===== config.mk =====
export PLATFORM = sky130hd
export DESIGN_NAME = soil_watering_hysteresis_control_core_flat
export DESIGN_NICKNAME = d
export VERILOG_FILES = /design/src/sv/swhc_pkg.sv /design/src/sv/swhc_in_if.sv /design/src/sv/swhc_out_if.sv /design/src/sv/swhc_cfg_if.sv /design/src/sv/swhc_step.sv /design/src/sv/soil_watering_hysteresis_control_core.sv /design/src/flat_wrapper.sv
export SDC_FILE = /design/constraint.sdc
export NUM_CORES = 1
export LEC_CHECK = 0
export BUFFER_PORTS_ARGS = -buffer_cell sky130_fd_sc_hd__buf_2
export CAP_MARGIN = 20
export CORE_MARGIN = 2
export CORE_UTILIZATION = 40
export CTS_CLUSTER_SIZE = 28
export DETAILED_ROUTE_END_ITERATION = 10
export PLACE_DENSITY = 0.61
export SLEW_MARGIN = 15
export SYNTH_ARGS = -nofsm -noshare
export SYNTH_HDL_FRONTEND = slang
export SYNTH_SLANG_ARGS = --single-unit

===== constraint.sdc =====
create_clock -name clk -period 10.6 [get_ports clk]
set_input_delay 1.06 -clock clk [delete_from_list [all_inputs] [get_ports clk]]
set_output_delay 1.06 -clock clk [all_outputs]
set_load 0.1 [all_outputs]

===== src/sv/swhc_pkg.sv =====
package swhc_pkg;

  localparam int unsigned TIME_W    = 40;
  localparam int unsigned MOIST_W   = 16;
  localparam int unsigned THR_W     = 10;
  localparam int unsigned SOAK_W    = 16;
  localparam int unsigned DUR_W     = 9;
  localparam int unsigned STALE_W   = 22;
  localparam int unsigned CFG_IDX_W = 3;
  localparam int unsigned CFG_DATA_W = 32;

  localparam int unsigned MS_PER_S = 1000;

  // Soak interval kept in milliseconds: 65535 s * 1000 fits in 26 bits.
  localparam int unsigned SOAK_MS_W = 26;

  // Valid range of a soil reading, bounds included.
  localparam logic signed [MOIST_W-1:0] MOISTURE_MIN = 16'sd0;
  localparam logic signed [MOIST_W-1:0] MOISTURE_MAX = 16'sd1000;

  localparam int unsigned PUMP_CAP_S_DEF = 300;

  // Configuration register indexes.
  localparam logic [CFG_IDX_W-1:0] REG_WATERING_EN = 3'd0;
  localparam logic [CFG_IDX_W-1:0] REG_LOW_THR     = 3'd1;
  localparam logic [CFG_IDX_W-1:0] REG_HIGH_THR    = 3'd2;
  localparam logic [CFG_IDX_W-1:0] REG_SOAK_S      = 3'd3;
  localparam logic [CFG_IDX_W-1:0] REG_BURST_S     = 3'd4;
  localparam logic [CFG_IDX_W-1:0] REG_STALE_MS    = 3'd5;

  // Configuration reset values.
  localparam logic [THR_W-1:0]     LOW_THR_RST  = 10'd300;
  localparam logic [THR_W-1:0]     HIGH_THR_RST = 10'd600;
  localparam int unsigned          SOAK_S_RST   = 600;
  localparam int unsigned          BURST_S_RST  = 30;
  localparam logic [STALE_W-1:0]   STALE_MS_RST = 22'd300000;

  typedef enum logic [1:0] {
    FS_NONE        = 2'd0,
    FS_UNAVAILABLE = 2'd1,
    FS_INVALID     = 2'd2,
    FS_STALE       = 2'd3
  } fs_reason_t;

  typedef struct packed {
    logic [TIME_W-1:0]         now_ms;
    logic                      read_ok;
    logic                      sensor_available;
    logic signed [MOIST_W-1:0] moisture_tenths;
  } in_item_t;

  typedef struct packed {
    logic       pump_on;
    logic       burst_started;
    fs_reason_t failsafe_reason;
  } out_item_t;

  typedef struct packed {
    logic                 watering_en;
    logic [THR_W-1:0]     low_thr;
    logic [THR_W-1:0]     high_thr;
    logic [SOAK_MS_W-1:0] soak_ms;
    logic [STALE_W-1:0]   stale_ms;
  } cfg_t;

  typedef struct packed {
    logic              pump_running;
    logic [TIME_W-1:0] pump_stop_time;
    logic              burst_active;
    logic              have_valid_read;
    logic [TIME_W-1:0] last_valid_time;
    logic              have_burst_end;
    logic [TIME_W-1:0] last_burst_end_time;
  } ctrl_state_t;

endpackage


===== src/sv/swhc_in_if.sv =====
interface swhc_in_if import swhc_pkg::*; ();
  logic                      valid;
  logic                      ready;
  logic [TIME_W-1:0]         now_ms;
  logic                      read_ok;
  logic                      sensor_available;
  logic signed [MOIST_W-1:0] moisture_tenths;

  modport source (
    output valid, now_ms, read_ok, sensor_available, moisture_tenths,
    input  ready
  );
  modport sink (
    input  valid, now_ms, read_ok, sensor_available, moisture_tenths,
    output ready
  );
endinterface


===== src/sv/swhc_out_if.sv =====
interface swhc_out_if import swhc_pkg::*; ();
  logic       valid;
  logic       ready;
  logic       pump_on;
  logic       burst_started;
  logic [1:0] failsafe_reason;

  modport source (
    output valid, pump_on, burst_started, failsafe_reason,
    input  ready
  );
  modport sink (
    input  valid, pump_on, burst_started, failsafe_reason,
    output ready
  );
endinterface


===== src/sv/swhc_cfg_if.sv =====
interface swhc_cfg_if import swhc_pkg::*; ();
  logic                  valid;
  logic                  ready;
  logic [CFG_IDX_W-1:0]  reg_index;
  logic [CFG_DATA_W-1:0] wdata;

  modport source (
    output valid, reg_index, wdata,
    input  ready
  );
  modport sink (
    input  valid, reg_index, wdata,
    output ready
  );
endinterface


===== src/sv/swhc_step.sv =====
module swhc_step import swhc_pkg::*; #(
  parameter int unsigned DUR_MS_W = 19
) (
  input  ctrl_state_t         cur,
  input  cfg_t                cfg,
  input  logic [DUR_MS_W-1:0] dur_ms,
  input  in_item_t            item,
  output ctrl_state_t         nxt,
  output out_item_t           res
);

  ctrl_state_t       st;
  logic              started;
  fs_reason_t        reason;
  fs_reason_t        fs;
  logic              in_range;
  logic              invalid;
  logic              stale;
  logic              soaked;
  logic [TIME_W-1:0] age_valid;
  logic [TIME_W-1:0] age_end;
  logic [TIME_W:0]   stop_sum;

  always_comb begin
    st        = cur;
    started   = 1'b0;
    reason    = FS_NONE;
    fs        = FS_NONE;
    in_range  = (item.moisture_tenths >= MOISTURE_MIN) &&
                (item.moisture_tenths <= MOISTURE_MAX);
    invalid   = item.read_ok && !in_range;
    stale     = 1'b0;
    soaked    = 1'b0;
    age_valid = '0;
    age_end   = '0;
    stop_sum  = '0;

    // The pump timer runs out at the first tick at or past the stop time.
    if (st.pump_running && (item.now_ms >= st.pump_stop_time)) begin
      st.pump_running = 1'b0;
    end
    if (st.burst_active && !st.pump_running) begin
      st.last_burst_end_time = item.now_ms;
      st.have_burst_end      = 1'b1;
      st.burst_active        = 1'b0;
    end

    if (cfg.watering_en) begin
      if (item.read_ok && in_range) begin
        st.last_valid_time = item.now_ms;
        st.have_valid_read = 1'b1;
      end
      // Time running backwards counts as no time elapsed.
      if (item.now_ms >= st.last_valid_time) begin
        age_valid = item.now_ms - st.last_valid_time;
      end
      stale = !st.have_valid_read || (age_valid > TIME_W'(cfg.stale_ms));

      if (!item.sensor_available) begin
        fs = FS_UNAVAILABLE;
      end else if (invalid) begin
        fs = FS_INVALID;
      end else if (stale) begin
        fs = FS_STALE;
      end

      if (fs != FS_NONE) begin
        if (st.pump_running) begin
          st.pump_running = 1'b0;
          reason          = fs;
        end
        st.burst_active = 1'b0;
      end else if (item.read_ok) begin
        if (st.pump_running) begin
          if (item.moisture_tenths >= $signed({6'b0, cfg.high_thr})) begin
            st.pump_running        = 1'b0;
            st.last_burst_end_time = item.now_ms;
            st.have_burst_end      = 1'b1;
            st.burst_active        = 1'b0;
          end
        end else if (item.moisture_tenths <= $signed({6'b0, cfg.low_thr})) begin
          if (item.now_ms >= st.last_burst_end_time) begin
            age_end = item.now_ms - st.last_burst_end_time;
          end
          soaked   = !st.have_burst_end || (age_end >= TIME_W'(cfg.soak_ms));
          stop_sum = {1'b0, item.now_ms} + (TIME_W+1)'(dur_ms);
          if (soaked && (dur_ms != '0)) begin
            // The stop time saturates at the top of the time range.
            st.pump_stop_time = stop_sum[TIME_W] ? '1 : stop_sum[TIME_W-1:0];
            st.pump_running   = 1'b1;
            st.burst_active   = 1'b1;
            started           = 1'b1;
          end
        end
      end
    end

    nxt                 = st;
    res.pump_on         = st.pump_running;
    res.burst_started   = started;
    res.failsafe_reason = reason;
  end

endmodule


===== src/sv/soil_watering_hysteresis_control_core.sv =====
// Soil watering controller with hysteresis, a modeled pump timer and fail-safe.
//
// in_ch carries one tick per transaction: timestamp in ms, read status, sensor
// presence and signed moisture in tenths of a percent. out_ch returns exactly
// one result per tick: pump state after the tick, a burst-start flag and the
// fail-safe reason when a running pump was stopped by a bad reading.
// cfg_ch writes one register per transaction (index 0 enable, 1 low threshold,
// 2 high threshold, 3 soak seconds, 4 burst seconds, 5 staleness ms); other
// indexes are ignored. It is always ready and should be used while idle.
//
// A tick is captured in an input register, evaluated combinationally against the
// controller state and lands in the output register, from which out_ch takes
// it; throughput is one tick per cycle while the receiver does not stall.
// When the receiver stalls, the result holds in the output register, one more
// tick waits in the input register, and in_ch.ready drops after that.
// Synchronous reset clears the pump and burst state and loads the register
// defaults; no clearing pass is needed, so ticks are taken right after reset.
module soil_watering_hysteresis_control_core import swhc_pkg::*; #(
  parameter int unsigned PUMP_CAP_S = PUMP_CAP_S_DEF
) (
  input  logic           clk,
  input  logic           rst_n,
  swhc_cfg_if.sink       cfg_ch,
  swhc_in_if.sink        in_ch,
  swhc_out_if.source     out_ch
);

  localparam int unsigned DUR_MS_MAX = PUMP_CAP_S * MS_PER_S;
  localparam int unsigned DUR_MS_W   = $clog2(DUR_MS_MAX + 1);
  localparam int unsigned BURST_CAP_RST =
    (BURST_S_RST > PUMP_CAP_S) ? PUMP_CAP_S : BURST_S_RST;
  localparam logic [DUR_MS_W-1:0]  DUR_MS_RST  = DUR_MS_W'(BURST_CAP_RST * MS_PER_S);
  localparam logic [SOAK_MS_W-1:0] SOAK_MS_RST = SOAK_MS_W'(SOAK_S_RST * MS_PER_S);

  // Configuration registers; time values are kept in milliseconds.
  cfg_t                cfg_r;
  logic [DUR_MS_W-1:0] dur_ms_r;
  logic [DUR_W-1:0]    burst_s;
  logic [DUR_W-1:0]    burst_s_capped;

  // Pipeline and controller state.
  logic        s1_valid_r;
  in_item_t    s1_item_r;
  logic        out_valid_r;
  out_item_t   out_item_r;
  ctrl_state_t state_r;
  ctrl_state_t state_nxt;
  out_item_t   res_nxt;
  logic        adv;

  assign cfg_ch.ready = 1'b1;

  always_comb begin
    burst_s        = cfg_ch.wdata[DUR_W-1:0];
    burst_s_capped = burst_s;
    if (32'(burst_s) > PUMP_CAP_S) begin
      burst_s_capped = DUR_W'(PUMP_CAP_S);
    end
  end

  always_ff @(posedge clk) begin
    if (!rst_n) begin
      cfg_r.watering_en <= 1'b0;
      cfg_r.low_thr     <= LOW_THR_RST;
      cfg_r.high_thr    <= HIGH_THR_RST;
      cfg_r.soak_ms     <= SOAK_MS_RST;
      cfg_r.stale_ms    <= STALE_MS_RST;
      dur_ms_r          <= DUR_MS_RST;
    end else if (cfg_ch.valid && cfg_ch.ready) begin
      unique case (cfg_ch.reg_index)
        REG_WATERING_EN: cfg_r.watering_en <= cfg_ch.wdata[0];
        REG_LOW_THR:     cfg_r.low_thr     <= cfg_ch.wdata[THR_W-1:0];
        REG_HIGH_THR:    cfg_r.high_thr    <= cfg_ch.wdata[THR_W-1:0];
        REG_SOAK_S:      cfg_r.soak_ms     <=
          SOAK_MS_W'(32'(cfg_ch.wdata[SOAK_W-1:0]) * 32'(MS_PER_S));
        REG_BURST_S:     dur_ms_r          <=
          DUR_MS_W'(32'(burst_s_capped) * 32'(MS_PER_S));
        REG_STALE_MS:    cfg_r.stale_ms    <= cfg_ch.wdata[STALE_W-1:0];
        default: ;
      endcase
    end
  end

  // The evaluated tick moves on when the output register is free or drains.
  assign adv         = s1_valid_r && (!out_valid_r || out_ch.ready);
  assign in_ch.ready = !s1_valid_r || adv;

  always_ff @(posedge clk) begin
    if (!rst_n) begin
      s1_valid_r <= 1'b0;
    end else if (in_ch.valid && in_ch.ready) begin
      s1_valid_r <= 1'b1;
    end else if (adv) begin
      s1_valid_r <= 1'b0;
    end
  end

  always_ff @(posedge clk) begin
    if (in_ch.valid && in_ch.ready) begin
      s1_item_r.now_ms           <= in_ch.now_ms;
      s1_item_r.read_ok          <= in_ch.read_ok;
      s1_item_r.sensor_available <= in_ch.sensor_available;
      s1_item_r.moisture_tenths  <= in_ch.moisture_tenths;
    end
  end

  swhc_step #(
    .DUR_MS_W (DUR_MS_W)
  ) u_step (
    .cur    (state_r),
    .cfg    (cfg_r),
    .dur_ms (dur_ms_r),
    .item   (s1_item_r),
    .nxt    (state_nxt),
    .res    (res_nxt)
  );

  always_ff @(posedge clk) begin
    if (!rst_n) begin
      state_r <= '0;
    end else if (adv) begin
      state_r <= state_nxt;
    end
  end

  always_ff @(posedge clk) begin
    if (!rst_n) begin
      out_valid_r <= 1'b0;
    end else if (adv) begin
      out_valid_r <= 1'b1;
    end else if (out_ch.ready) begin
      out_valid_r <= 1'b0;
    end
  end

  always_ff @(posedge clk) begin
    if (adv) begin
      out_item_r <= res_nxt;
    end
  end

  assign out_ch.valid           = out_valid_r;
  assign out_ch.pump_on         = out_item_r.pump_on;
  assign out_ch.burst_started   = out_item_r.burst_started;
  assign out_ch.failsafe_reason = out_item_r.failsafe_reason;

  // A fail-safe stop always leaves the pump off.
  a_failsafe_pump_off: assert property (@(posedge clk) disable iff (!rst_n)
    out_valid_r && (out_item_r.failsafe_reason != FS_NONE) |-> !out_item_r.pump_on)
    else $error("fail-safe reported while pump still on");

  // A burst that starts leaves the pump running.
  a_start_pump_on: assert property (@(posedge clk) disable iff (!rst_n)
    out_valid_r && out_item_r.burst_started |-> out_item_r.pump_on)
    else $error("burst started without pump on");

  // The pump only runs inside an active burst.
  a_running_in_burst: assert property (@(posedge clk) disable iff (!rst_n)
    state_r.pump_running |-> state_r.burst_active)
    else $error("pump running outside a burst");

  // Every evaluated tick produces a result in the next cycle.
  a_adv_result: assert property (@(posedge clk) disable iff (!rst_n)
    adv |=> out_valid_r)
    else $error("evaluated tick lost its result");

endmodule

===== src/flat_wrapper.sv =====
// flat-port wrapper written by rule: the top's interface ports become plain ports
module soil_watering_hysteresis_control_core_flat import swhc_pkg::*;
#(
  parameter int unsigned PUMP_CAP_S = PUMP_CAP_S_DEF
)
  (clk, rst_n, cfg_ch_valid, cfg_ch_reg_index, cfg_ch_wdata, cfg_ch_ready, in_ch_valid, in_ch_now_ms, in_ch_read_ok, in_ch_sensor_available, in_ch_moisture_tenths, in_ch_ready, out_ch_valid, out_ch_pump_on, out_ch_burst_started, out_ch_failsafe_reason, out_ch_ready);
  swhc_cfg_if cfg_ch_i ();
  swhc_in_if in_ch_i ();
  swhc_out_if out_ch_i ();
  input  logic clk;
  input  logic rst_n;
  input wire logic [$bits(cfg_ch_i.valid)-1:0] cfg_ch_valid;
  input wire logic [$bits(cfg_ch_i.reg_index)-1:0] cfg_ch_reg_index;
  input wire logic [$bits(cfg_ch_i.wdata)-1:0] cfg_ch_wdata;
  output wire logic [$bits(cfg_ch_i.ready)-1:0] cfg_ch_ready;
  input wire logic [$bits(in_ch_i.valid)-1:0] in_ch_valid;
  input wire logic [$bits(in_ch_i.now_ms)-1:0] in_ch_now_ms;
  input wire logic [$bits(in_ch_i.read_ok)-1:0] in_ch_read_ok;
  input wire logic [$bits(in_ch_i.sensor_available)-1:0] in_ch_sensor_available;
  input wire logic [$bits(in_ch_i.moisture_tenths)-1:0] in_ch_moisture_tenths;
  output wire logic [$bits(in_ch_i.ready)-1:0] in_ch_ready;
  output wire logic [$bits(out_ch_i.valid)-1:0] out_ch_valid;
  output wire logic [$bits(out_ch_i.pump_on)-1:0] out_ch_pump_on;
  output wire logic [$bits(out_ch_i.burst_started)-1:0] out_ch_burst_started;
  output wire logic [$bits(out_ch_i.failsafe_reason)-1:0] out_ch_failsafe_reason;
  input wire logic [$bits(out_ch_i.ready)-1:0] out_ch_ready;
  assign cfg_ch_i.valid = cfg_ch_valid;
  assign cfg_ch_i.reg_index = cfg_ch_reg_index;
  assign cfg_ch_i.wdata = cfg_ch_wdata;
  assign cfg_ch_ready = cfg_ch_i.ready;
  assign in_ch_i.valid = in_ch_valid;
  assign in_ch_i.now_ms = in_ch_now_ms;
  assign in_ch_i.read_ok = in_ch_read_ok;
  assign in_ch_i.sensor_available = in_ch_sensor_available;
  assign in_ch_i.moisture_tenths = in_ch_moisture_tenths;
  assign in_ch_ready = in_ch_i.ready;
  assign out_ch_valid = out_ch_i.valid;
  assign out_ch_pump_on = out_ch_i.pump_on;
  assign out_ch_burst_started = out_ch_i.burst_started;
  assign out_ch_failsafe_reason = out_ch_i.failsafe_reason;
  assign out_ch_i.ready = out_ch_ready;
  soil_watering_hysteresis_control_core #(.PUMP_CAP_S(PUMP_CAP_S)) u_core (.clk(clk), .rst_n(rst_n), .cfg_ch(cfg_ch_i), .in_ch(in_ch_i), .out_ch(out_ch_i));
endmodule

# --- After elaboration in Yosys (flattened, before gate mapping) ---
# Cells that the tools add are included.
op_classes:
  add_sub_neg: 3
  reduce_logical: 33
  mul: 2
  bitwise: 5
  n_eq_ne: 5
  mux: 40
  magnitude_cmp: 10
op_table:
  columns: ["op", "count"]
  rows:
  - ["two-way mux 40 bit", 11]
  - ["two-way mux 41 bit", 7]
  - ["two-way mux 42 bit", 3]
  - ["two-way mux 124 bit", 1]
  - ["greater-or-equal comparator 40 bit", 3]
  - ["subtractor 40 bit", 2]
  - ["adder 40 x 19 -> 41 bit", 1]
  - ["greater-or-equal comparator 40 x 26 -> 1 bit", 1]
  - ["> comparator 40 x 22 -> 1 bit", 1]
  - ["multiplier 16 x 7 -> 23 bit (second input constant)", 1]
  - ["nonzero test 19 bit", 1]
  - ["greater-or-equal comparator 16 x 1 -> 1 bit (second input constant)", 1]
  - ["greater-or-equal comparator 16 x 11 -> 1 bit", 1]
  - ["less-or-equal comparator 16 x 11 -> 1 bit", 1]
  - ["less-or-equal comparator 16 x 11 -> 1 bit (second input constant)", 1]
  - ["multiplier 9 x 7 -> 16 bit (second input constant)", 1]
  - ["AND reduction 2 bit", 7]
  - ["two-way mux 1 bit", 13]
  - ["> comparator 9 bit (second input constant)", 1]
  - ["two-way mux 9 bit", 1]
  - ["logical AND 1 bit", 8]
  - ["two-way mux 2 bit", 4]
  - ["AND reduction 7 bit", 1]
  - ["== test 3 x 2 -> 1 bit (second input constant)", 2]
  - ["9 further kinds", 24]
totals:
  input_bits: 98
  out_inout_bits: 7
  ff_bits: 270
  wordCells: 120

# --- Logic depth before layout (Yosys ltp) ---
# Gate-level depths: netlist (run 1).
depth:
  word_depth: 26
  depth_mapped: 41
  ltp_nobuf: 38

# --- Modules after synthesis ---
# Synthesis (run 1) repeated with hierarchy kept, for this count alone.
hier_totals:
  cells_unflattened: 3192
  area_unflattened_um2: 25567.0
modules_own_cells:
  columns: ["module", "seq_area_each_um2", "area_per_inst_um2", "n_inst", "cells_each"]
  rows:
  - ["soil_watering_hysteresis_control_core", 6025.8, 13409.1, 1, 1400]
  - ["swhc_step", 0.0, 12157.9, 1, 1792]

# --- Least setup slack after synthesis (run 1) ---
# No wires, ideal clock.
synth_path:
  kind: "reg2reg"
  startpoint: "register u_core.s1_item_r[55] (netlist name)"
  endpoint: "register u_core.state_r[102] (netlist name)"
  arrival_time_ns: 8.489
  synth_period_minus_slack_ns: 8.626
  path_buffers: 5
  stages_incl_launch_ff: 39
  t_required_ns: 10.464
  setup_time_ns: 0.136
  path_slack_ns: 1.974
  cell_sequence: "edfxtp_1 > ha_1 > nand4_1 > nor4_1 > nand3_1 > nand3_1 > nand2_1 > nand2_1 > clkbuf_1 > mux2i_1 > fa_1 > a21o_1 > a21oi_1 > nor2b_1 > o21ai_0 > a211oi_1 > o31a_1 > nor4_4 > [3 not listed] > buf_1 > nor2_1 > ha_1 > a21o_1 > a21o_1 > a21oi_1 > o21ai_0 > a21oi_1 > a31oi_1 > nor3_1 > a21boi_0 > a31oi_1 > nor2_1 > clkbuf_1 > clkbuf_1 > nand2_1 > o311ai_0 > a31oi_1"
synth_via:
  elab_chain_len: 17
  word_cells_on_any_way: 36
  classes_between: "add/sub (3); order compare (5); mux (17); bitwise (2); reduce/logical (9)"
synth_rtl:
  columns: ["item", "line", "source"]
  rows:
  - ["start, declared", "soil_watering_hysteresis_control_core.sv:43", "in_item_t s1_item_r;"]
  - ["greater-or-equal comparator 40 bit", "swhc_step.sv:39", "if (st.pump_running && (item.now_ms >= st.pump_stop_time)) begin"]
  - ["logical AND 1 bit", "swhc_step.sv:39", null]
  - ["two-way mux 1 bit", "swhc_step.sv:39", null]
  - ["zero test 1 bit", "swhc_step.sv:42", "if (st.burst_active && !st.pump_running) begin"]
  - ["logical AND 1 bit", "swhc_step.sv:42", null]
  - ["two-way mux 41 bit", "swhc_step.sv:42", null]
  - ["subtractor 40 bit / greater-or-equal comparator 40 bit (equally long branches)", "swhc_step.sv:83, swhc_step.sv:82", null]
  - ["two-way mux 40 bit", "swhc_step.sv:82", "if (item.now_ms >= st.last_burst_end_time) begin"]
  - ["two-way mux 40 bit", "swhc_step.sv:81", "end else if (item.moisture_tenths <= $signed({6'b0, cfg.low_thr})) begin"]
  - ["two-way mux 40 bit", "swhc_step.sv:74", "if (st.pump_running) begin"]
  - ["two-way mux 40 bit", "swhc_step.sv:73", "end else if (item.read_ok) begin"]
  - ["two-way mux 40 bit", "swhc_step.sv:67", "if (fs != FS_NONE) begin"]
  - ["two-way mux 40 bit", "swhc_step.sv:48", "if (cfg.watering_en) begin"]
  - ["greater-or-equal comparator 40 x 26 -> 1 bit", "swhc_step.sv:85", "soaked = !st.have_burst_end || (age_end >= TIME_W'(cfg.soak_ms));"]
  - ["logical OR 1 bit", "swhc_step.sv:85", null]
  - ["logical AND 1 bit", "swhc_step.sv:87", "if (soaked && (dur_ms != '0)) begin"]
  - ["AND reduction 7 bit (no line)", null, null]
  - ["end signal, assigned", "soil_watering_hysteresis_control_core.sv:122", "state_r <= state_nxt;"]
  - ["end, declared", "soil_watering_hysteresis_control_core.sv:46", "ctrl_state_t state_r;"]
# Several ways; a longest one is shown, not always the timed one. The select of a mux whose other input is x is not followed.
# A chain may end at the register's enable or synchronous reset.

# --- Worst setup path in the final report (run 1) ---
layout_path:
  startpoint: "register u_core.s1_item_r[40] (netlist name)"
  endpoint: "register u_core.out_item_r (netlist bit u_core.out_ch.burst_started), data pin"
layout_via:
  elab_chain_len: 17
  word_cells_on_any_way: 33
  classes_between: "add/sub (2); order compare (5); mux (17); reduce/logical (9)"
layout_rtl:
  columns: ["item", "line", "source"]
  rows:
  - ["greater-or-equal comparator 40 bit", "swhc_step.sv:39", null]
  - ["logical AND 1 bit", "swhc_step.sv:39", null]
  - ["two-way mux 1 bit", "swhc_step.sv:39", null]
  - ["zero test 1 bit", "swhc_step.sv:42", null]
  - ["logical AND 1 bit", "swhc_step.sv:42", null]
  - ["two-way mux 41 bit", "swhc_step.sv:42", null]
  - ["subtractor 40 bit / greater-or-equal comparator 40 bit (equally long branches)", "swhc_step.sv:83, swhc_step.sv:82", null]
  - ["two-way mux 40 bit", "swhc_step.sv:82", null]
  - ["two-way mux 40 bit", "swhc_step.sv:81", null]
  - ["two-way mux 40 bit", "swhc_step.sv:74", null]
  - ["two-way mux 40 bit", "swhc_step.sv:73", null]
  - ["two-way mux 40 bit", "swhc_step.sv:67", null]
  - ["two-way mux 40 bit", "swhc_step.sv:48", null]
  - ["greater-or-equal comparator 40 x 26 -> 1 bit", "swhc_step.sv:85", null]
  - ["logical OR 1 bit", "swhc_step.sv:85", null]
  - ["logical AND 1 bit", "swhc_step.sv:87", null]
  - ["two-way mux 1 bit", "swhc_step.sv:87", null]
  - ["end signal, assigned", "soil_watering_hysteresis_control_core.sv:138", "out_item_r <= res_nxt;"]
  - ["end, declared", "soil_watering_hysteresis_control_core.sv:45", "out_item_t out_item_r;"]
# Several ways; a longest one is shown, not always the timed one. The select of a mux whose other input is x is not followed.

==> impl_metrics.toml, run 1 <==
[run_status]
status = "complete, no violations"

[clock_tree]
path_clk_slew_ns = 0.06
cts_buffers = 34
htreeDepth = 2
cts_buffer_depth = 3
cts-root-buf = "clkbuf_16"
tritoncts = "built"
ctsResizeCount = 0
hold_buffers = 0
cts.sinks = 270
clk_latency_ns = 0.57
cts_setup_buffers = 0

[grt]
grt_pass1_wl_mm = 113.9
overflow = 0
track_usage_pct = 22.34
grt_max_degree = 129
antenna_found_initial = 1
grt_pass1_vias = 20820

[sta]
tightestPinTransition_ns = 0.9772
fin_crit_sh_pct = 88.47
drv_slew = 0
tns_ns = 0
hold_viol = 0
setup_viol = 0
layout_min_cycle_time_ns = 9.378
fmax_mhz = 106.6
finClkSkew_ns = 0.03086
relSlewSlack_pct = 34.85
grt_setup_unrepaired = "false"

[floorplanning]
fp.dieArea_sq_mm = 0.06321
core_sq_mm = 0.06047
pin_count = 105
start_util_pct = 40.49
die_w_microns = 251.4
row_count = 90
die_h_microns = 251.4

[pwr]
p_sw_mw = 1.425
p_leak_nw = 10.96
sw_frac_of_total_pct = 36.93
power_density_mw_per_mm2 = 143.4
total_power_mw = 3.858
pwr-share-seq_pct = 28.9
ir_drop_v = 0.0001514
p_comb_share_pct = 40.6
p_int_mw = 2.433
p_clk_share_pct = 30.5

[routing]
viasPerCell = 5.724
drc = 0
first_pass_iters = 7
drt_wl_total_mm = 70.99
drt_iter0_markers = 1477
avgRoutedWirePerCell_microns = 18.78
ant_nets = 0
vias = 21630

[yosys]
syn_nets = 3412
ys_types = 85
ys_seq_area_share_pct = 24.61
synth_area_sq_mm = 0.02449
synth_ff_type = "dfxtp_1"
synth_seq_cells = 270
async_flop_share_pct = 0
ys_warn_count = 0
synth_edf_count = 62
syn_inst = 2934
avgSynthCellArea_sq_um = 8.346

[setup_path]
critPathSlowestCell = "nor4_1"
crit_fanout = 12
endpoint_kind = "flip-flop"
required_ns = 10.86
critPathArrivalTime_ns = 9.64
path_buf_inv = 2
max_stage_delay_ns = 0.55
critical_path_class = "reg2reg"
startpoint_type = "flip-flop"
crit_family = "simple AND/OR/NAND/NOR gates"

[placement]
gp_congestion = 0.8793
io_buffers = 93
dp_hpwl_mm = 54.23

[job]
maxCapViolCount = 0

[cells_and_area]
nets = 3449
fill_cells = 5950
drive_gt1_share_pct = 7.875
syn2layout_area_growth_pct = 9.903
seqCellArea_sq_mm = 0.006026
insertedDiodeCount = 0
multi_input_area_sq_mm = 0.01707

[worst_hold_path]
hold_class = "reg2reg"
area by class of cell:
cell class	instances	area share, %
sequential	270	22.39
inverter	215	2.999
clock inverter	12	0.5114
tap	782	3.636
clock buffer	50	3.650
multi-input combinational	2301	63.44
timing repair buffer	149	3.375
layout by cell type, fill, tap and decap left out, types with 50 or more instances in the layout:
cell / count
dfxtp_1: 208
buf_4: 54
nand2_1: 427
inv_1: 214
a21o_1: 83
nor2_1: 146
edfxtp_1: 62
buf_2: 92
o211ai_1: 50
fa_1: 83
xnor2_1: 67
o21a_1: 58
mux2i_1: 116
o21ai_0: 104
nand3_1: 94
a21oi_1: 149
ha_1: 297
a21boi_0: 76
a31oi_1: 64
per-stage QoR:
stage                     cells  cell area, sq um  util (%)  hold slack, ns  setup WS, ns
after floorplan            2934             24490         -          0.4341         1.974
after global placement     3717             25790     42.65          0.4430         1.383
after detailed placement   3717             25790     42.65          0.4468         1.280
after CTS                  3779             26910     44.50          0.4566         1.242
after global routing       3779             26910     44.50          0.4691        0.5836
final                      3779             26910     44.50          0.4581         1.222
synthesized netlist by cell type (26+ instances only):
| cell type | n | area share [%] |
|---|---|---|
| nand4_1 | 42 | 1.1 |
| o311ai_0 | 30 | 1.1 |
| a21o_1 | 83 | 2.5 |
| edfxtp_1 | 62 | 7.6 |
| clkbuf_1 | 120 | 1.8 |
| o21a_1 | 58 | 1.8 |
| nand2b_1 | 29 | 0.74 |
| nand2_1 | 429 | 6.6 |
| o211ai_1 | 50 | 1.5 |
| xor2_1 | 42 | 1.5 |
| inv_1 | 214 | 3.3 |
| nor2_1 | 147 | 2.3 |
| dfxtp_1 | 208 | 17 |
| a21oi_1 | 150 | 3.1 |
| nor3_1 | 26 | 0.53 |
| xnor2_1 | 67 | 2.4 |
| fa_1 | 83 | 6.8 |
| nand3_1 | 94 | 1.9 |
| nor2b_1 | 26 | 0.66 |
| a21boi_0 | 77 | 2.4 |
| and3_1 | 27 | 0.69 |
| o21ai_0 | 104 | 2.1 |
| a31oi_1 | 64 | 1.6 |
| mux2i_1 | 116 | 4.7 |
| ha_1 | 297 | 15 |
final timing paths:
check / from / end / slack, ns / depth (start not counted)
setup / recovery: u_core.s1_item_r[40] / u_core.out_ch.burst_started / 1.22 / 37
hold / removal: u_core.state_r[0] / u_core.state_r[0] / 0.46 / 2
hold reg to reg: u_core.state_r[0] / u_core.state_r[0] / 0.46 / 2
setup reg to reg: u_core.s1_item_r[40] / u_core.out_ch.burst_started / 1.22 / 37
worst register-to-register path, delay by kind of cell (launching register included):
kind	cells	cell delay [ns]
compound gates	15	3.39
fa+ha+maj	3	0.93
buf+inv	2	0.39
flops	1	0.37
mux	1	0.34
simple gates	16	3.66
sequential cells by signal, summed over array words and instances, names as in the netlist:
signal                         count
u_core.out_ch.valid                1
u_core.s1_valid_r                  1
u_core.state_r                   124
u_core.out_ch.burst_started        1
u_core.s1_item_r                  58
u_core.dur_ms_r                   16
u_core.out_ch.failsafe_reason      2
u_core.cfg_r                      66
u_core.out_ch.pump_on              1
layer usage:
metal  track usage, %  wire length [microns]
met5                0                      0
met4            7.381                   2210
met3            2.538                   3712
met2            35.91                  31810
met1            31.23                  33250
kinds of logic (layout without fill, tap and decap cells):
group           Yosys count  after routing  synth area share (%)
buf+inv                 363            426                 5.825
compound gates          768            768                 21.43
fa+ha+maj               381            381                 22.00
flops                   270            270                 24.61
xor+xnor                109            109                 3.899
other cells               1              1               0.01531
mux                     116            116                 4.742
simple gates            926            926                 17.48
power by group through the flow:
stage	clock (mW)	sequential [mW]	combinational [mW]
floorplan	0	1.14	1.18
global placement	0	1.13	1.52
detailed placement	0	1.13	1.56
CTS	1.21	1.11	1.57
global route	1.25	1.12	1.79
finish	1.18	1.11	1.57
No activity file was read; power rests on OpenSTA's default activity.
==> inputs of run 2 (changes only) <==
- CELL_PAD_IN_SITES_DETAIL_PLACEMENT: not set -> 1
- CELL_PAD_IN_SITES_GLOBAL_PLACEMENT: not set -> 1
- PLACE_DENSITY: 0.61 -> 0.75
- clock period: 10.6 -> 10.23 ns (I/O delays scaled with it)
==> run 2 against run 1 <==
- global-route usage rose by 3.3 points
- highest routed layer unchanged
- final cell count rose by 0.34%
- final area rose by 0.40%
- via count rose by 2.5%
- largest power group unchanged
- power rose by 5.7%
- non-clock buffer count rose by 9
- sequential cell count did not move
- largest cell class unchanged
- critical endpoint is now u_core.state_r[114]
- die area did not move
- sequential share of layout area fell by 0.090 points
- clock power rose by 7%
==> impl_metrics.toml, run 2 (synthesis results as in run 1) <==
[grt]
overflow = 0
grt_pass1_vias = 23530
antenna_found_initial = 0
grt_pass1_wl_mm = 129.4
grt_max_degree = 97
track_usage_pct = 25.62

[sta]
tightestPinTransition_ns = 0.9364
fmax_mhz = 103.4
layout_min_cycle_time_ns = 9.671
grt_setup_unrepaired = "false"
setup_viol = 0
hold_viol = 0
finClkSkew_ns = 0.02237
fin_crit_sh_pct = 94.53
drv_slew = 0
relSlewSlack_pct = 36.89
tns_ns = 0

[clock_tree]
ctsResizeCount = 0
htreeDepth = 2
clk_latency_ns = 0.58
cts_buffers = 36
tritoncts = "built"
cts_buffer_depth = 3
cts-root-buf = "clkbuf_16"
cts_setup_buffers = 0
cts.sinks = 270
path_clk_slew_ns = 0.06
hold_buffers = 0

[cells_and_area]
fill_cells = 7209
insertedDiodeCount = 0
drive_gt1_share_pct = 8.206
stdcell_count = 3792
nets = 3460
largest_reg_flops = 124
layout_commonest_cell = "nand2_1"
final_cell_mix = "427 x nand2_1, 297 x ha_1, 214 x inv_1"
top_regs = "u_core.state_r: 124 flops, u_core.cfg_r: 66 flops, u_core.s1_item_r: 58 flops"
syn2layout_area_growth_pct = 10.35
largest_register = "u_core.state_r"

[routing]
ant_nets = 0
avgRoutedWirePerCell_microns = 21.47
drc = 0
viasPerCell = 5.847
vias = 22170
first_pass_iters = 5
drt_wl_total_mm = 81.43
drt_iter0_markers = 1218

[floorplanning]
core_sq_mm = 0.06047
row_count = 90
die_h_microns = 251.4
start_util_pct = 40.49
die_w_microns = 251.4
pin_count = 105
fp.dieArea_sq_mm = 0.06321

[setup_path]
timing.rr.end = "u_core.state_r[114]"
crit_family = "compound AO/OA/AOI/OAI gates"
critical_path_class = "reg2reg"
rr_worst_depth = 34
rr_startpoint = "u_core.s1_item_r[19]"
path_buf_inv = 2
critPathArrivalTime_ns = 10.07
crit_fanout = 16
startpoint_type = "flip-flop"
critPathSlowestCell = "edfxtp_1"
max_stage_delay_ns = 0.70
endpoint_kind = "flip-flop"
required_ns = 10.63
r2r_setup_slack_ns = 0.56

[pwr]
p_leak_nw = 11.02
power_density_mw_per_mm2 = 150.9
ir_drop_v = 0.0001245

[placement]
io_buffers = 93
gp_congestion = 0.9047
dp_hpwl_mm = 62.73
dp.cells = 3724

[worst_hold_path]
hold_class = "reg2reg"
min_delay_path_depth = 2
min_delay_worst_endpoint = "u_core.state_r[5]"
worstHoldStart = "u_core.state_r[5]"

[job]
maxCapViolCount = 0

[run_status]
status = "complete, no violations"
run 2: through the flow:
step                      hold WS [ns]  utilization [%]  setup slack (ns)  area, sq um  power, mW
after floorplan                 0.4341                -             1.604        24490      2.398
after global placement          0.4420            42.75            0.9781        25850      2.746
after detailed placement        0.4536            42.75            0.5928        25850      2.828
after CTS                       0.4612            44.65            0.5421        27000      4.118
after global routing            0.4787            44.68            0.3305        27020      4.371
final                           0.4587            44.68            0.5595        27020      4.077
run 2: cell type report:
| type | instances | area, sq um | share of cell area, % |
|---|---|---|---|
| flip-flops and latches | 270 | 6026 | 22.30 |
| clock buffers | 54 | 1028 | 3.806 |
| clock inverters | 12 | 123.9 | 0.4584 |
| inverters | 215 | 807.0 | 2.987 |
| multi-input cells | 2301 | 17080 | 63.21 |
| repair buffers | 158 | 977.2 | 3.616 |
| well taps | 782 | 978.4 | 3.621 |
run 2: report_power, final:
group	total [mW]	internal (mW)	switching, mW
clock network	1.26	0.729	0.535
logic	1.65	0.704	0.951
registers	1.16	1.13	0.0318
run 2: tightest hold or removal path: stages, from the launching register on:
cell	delay [ns]
dfxtp_1	0.31
nand2_1	0.05
mux2i_1	0.05
run 2: per-layer routing:
layer | track usage [%] | vias up | routed length [microns]
met5 | 0 | - | 0
met4 | 8.078 | 0 | 2455
met3 | 3.136 | 107 | 3213
met2 | 44.79 | 433 | 39270
met1 | 32.86 | 11060 | 36500
li1 | - | 10580 | -
run 2: how the worst max path moves through the flow:
stage	to	start	cells past startpoint	slack, ns
3_3_place_gp	u_core.out_ch.burst_started	u_core.s1_item_r[49]	35	0.98
6_report	u_core.state_r[114]	u_core.s1_item_r[19]	34	0.56
5_1_grt	u_core.state_r[111]	u_core.s1_item_r[37]	35	0.33
3_5_place_dp	u_core.state_r[114]	u_core.s1_item_r[49]	34	0.59
2_1_floorplan	u_core.state_r[102]	u_core.s1_item_r[55]	38	1.60
4_1_cts	u_core.state_r[107]	u_core.s1_item_r[49]	34	0.54
==> inputs of run 3 (changes only) <==
--- a/config.mk
+++ b/config.mk
@@ -13,2 +13,3 @@
 export CORE_UTILIZATION = 40
+export CTS_BUF_LIST = sky130_fd_sc_hd__clkbuf_2 sky130_fd_sc_hd__clkbuf_4 sky130_fd_sc_hd__clkbuf_8
 export CTS_CLUSTER_SIZE = 28
==> constraint.sdc (replaced) <==
create_clock -name clk -period 10.23 [get_ports clk]
set_input_delay 0.5115 -clock clk [delete_from_list [all_inputs] [get_ports clk]]
set_output_delay 0.5115 -clock clk [all_outputs]
set_load 0.1 [all_outputs]
==> run 3 against run 2 <==
- fmax grew 1.6%
- power down 1.1%
- highest routed layer unchanged
- non-clock buffer count is 36 higher
- utilization up 0.71 points
- wire length rose by 1.1%
- register-to-register slack improved by 0.15 ns
- global-route usage increased by 0.52 points
- combinational power barely moved
- final cell count increased by 1.8%
- hold slack worse by 0.41 ns
- sequential cell count stayed put
- final area up 1.6%
==> impl_metrics.toml, run 3 (synthesis results as in run 1) <==
[run_status]
status = "complete, no violations"

[clock_tree]
tritoncts = "built"
cts_buffer_depth = 3
cts-root-buf = "clkbuf_8"
cts.sinks = 270
path_clk_slew_ns = 0.06
htreeDepth = 2
cts_buffers = 52
clk_latency_ns = 0.69

[sta]
drv_slew = 0
layout_min_cycle_time_ns = 9.523
fmax_mhz = 105.0
setup_slack_ns = 0.7073
tns_ns = 0
hold_viol = 0
fin_crit_sh_pct = 93.09
finClkSkew_ns = 0.05569
tightestPinTransition_ns = 1.045
setup_viol = 0
grt_setup_unrepaired = "false"
relSlewSlack_pct = 30.29

[cells_and_area]
nets = 3512
top_regs = "u_core.state_r: 124 flops, u_core.cfg_r: 66 flops, u_core.s1_item_r: 58 flops"
fin_area_sq_mm = 0.02745
largest_register = "u_core.state_r"
layout_commonest_cell = "nand2_1"
drive_gt1_share_pct = 9.032
syn2layout_area_growth_pct = 12.09
insertedDiodeCount = 0
final_cell_mix = "427 x nand2_1, 297 x ha_1, 214 x inv_1"
largest_reg_flops = 124
stdcell_count = 3860

[floorplanning]
die_h_microns = 251.4
pin_count = 105
start_util_pct = 40.49
row_count = 90
fp.dieArea_sq_mm = 0.06321
core_sq_mm = 0.06047
die_w_microns = 251.4

[grt]
antenna_found_initial = 0
grt_use_met2_pct = 45.67
grt_max_degree = 102
busiest_layer = "met2"
overflow = 0
track_usage_pct = 26.14
use_met3_pct = 3.023
grt_pass1_vias = 24050
grt_pass1_wl_mm = 132.6
met1_usage_pct = 33.05

[worst_hold_path]
hold_class = "in2reg"

[pwr]
ir_drop_v = 0.0001162
p_leak_nw = 11.24
total_power_mw = 4.034
p_clk_share_pct = 30.2
pwr-share-seq_pct = 28.8
power_density_mw_per_mm2 = 147.0
p_int_mw = 2.504
p_sw_mw = 1.530
p_comb_share_pct = 41.1
sw_frac_of_total_pct = 37.92

[placement]
dp.cells = 3715
dp_hpwl_mm = 62.00
io_buffers = 93
gp_congestion = 0.8999
placed_area_sq_mm = 0.02581
post-place-ws_ns = 0.8639

[setup_path]
startpoint_type = "flip-flop"
crit_fanout = 9
critPathSlowestCell = "edfxtp_1"
max_stage_delay_ns = 0.59
endpoint_kind = "flip-flop"
crit_family = "compound AO/OA/AOI/OAI gates"
critical_path_class = "reg2reg"
required_ns = 10.58
critPathArrivalTime_ns = 9.87
path_buf_inv = 2

[routing]
viasPerCell = 5.827
ant_nets = 0
drt_wl_total_mm = 82.32
first_pass_iters = 5
drc = 0
drt_iter0_markers = 1267
avgRoutedWirePerCell_microns = 21.33
vias = 22490

[job]
maxCapViolCount = 0
-- run 3: worst reg2reg max path: cells and delay by family (launching register included) --
family                     cells  cell delay, ns
AOI/OAI and AO/OA             15            3.47
adders and majority gates      3            1.07
buffers and inverters          2            0.41
DFF                            1            0.59
muxes                          1            0.36
and+or+nand+nor               16            3.31
-- run 3: final cells by class --
type	count	area, sq um
fill	7167	33020
clock inverter	23	203.9
tap	782	978.4
sequential	270	6026
timing repair buffer	194	1390
clock buffer	75	963.4
multi-input combinational	2301	17080
inverter	215	807.0
-- run 3: final timing paths --
path,from,to,slack (ns),cells after the start
setup reg to reg,u_core.s1_item_r[57],u_core.out_ch.burst_started,0.71,37
hold / removal,in_ch_now_ms[37],u_core.s1_item_r[55],0.05,1
hold reg to reg,u_core.state_r[14],u_core.state_r[14],0.46,2
setup / recovery,u_core.s1_item_r[57],u_core.out_ch.burst_started,0.71,37
-- run 3: per-stage QoR --
stage	util, %	hold slack (ns)
2_1_floorplan	-	0.4341
3_3_place_gp	42.68	0.4422
3_5_place_dp	42.68	0.4510
4_1_cts	45.37	0.0004337
5_1_grt	45.39	0.01375
6_report	45.39	0.04655
-- run 3: repair_timing --
item,CTS,global route
hold buffers,46,0
hold endpoints to repair,46,0
buffers inserted,0,0
resized for setup,0,1
endpoints found under the setup margin,0,12
-- run 3: layer usage --
metal | up-vias | part of all wire [%]
met5 | - | 0
met4 | 0 | 3.6
met3 | 137 | 3.9
met2 | 501 | 48
met1 | 11160 | 44
li1 | 10700 | -
-- run 3: power by group through the flow --
stage / registers (mW) / clock network (mW) / logic [mW]
global placement: 1.18 / 0 / 1.57
detailed placement: 1.18 / 0 / 1.64
global route: 1.16 / 1.29 / 1.89
floorplan: 1.18 / 0 / 1.22
CTS: 1.16 / 1.24 / 1.67
finish: 1.16 / 1.22 / 1.66
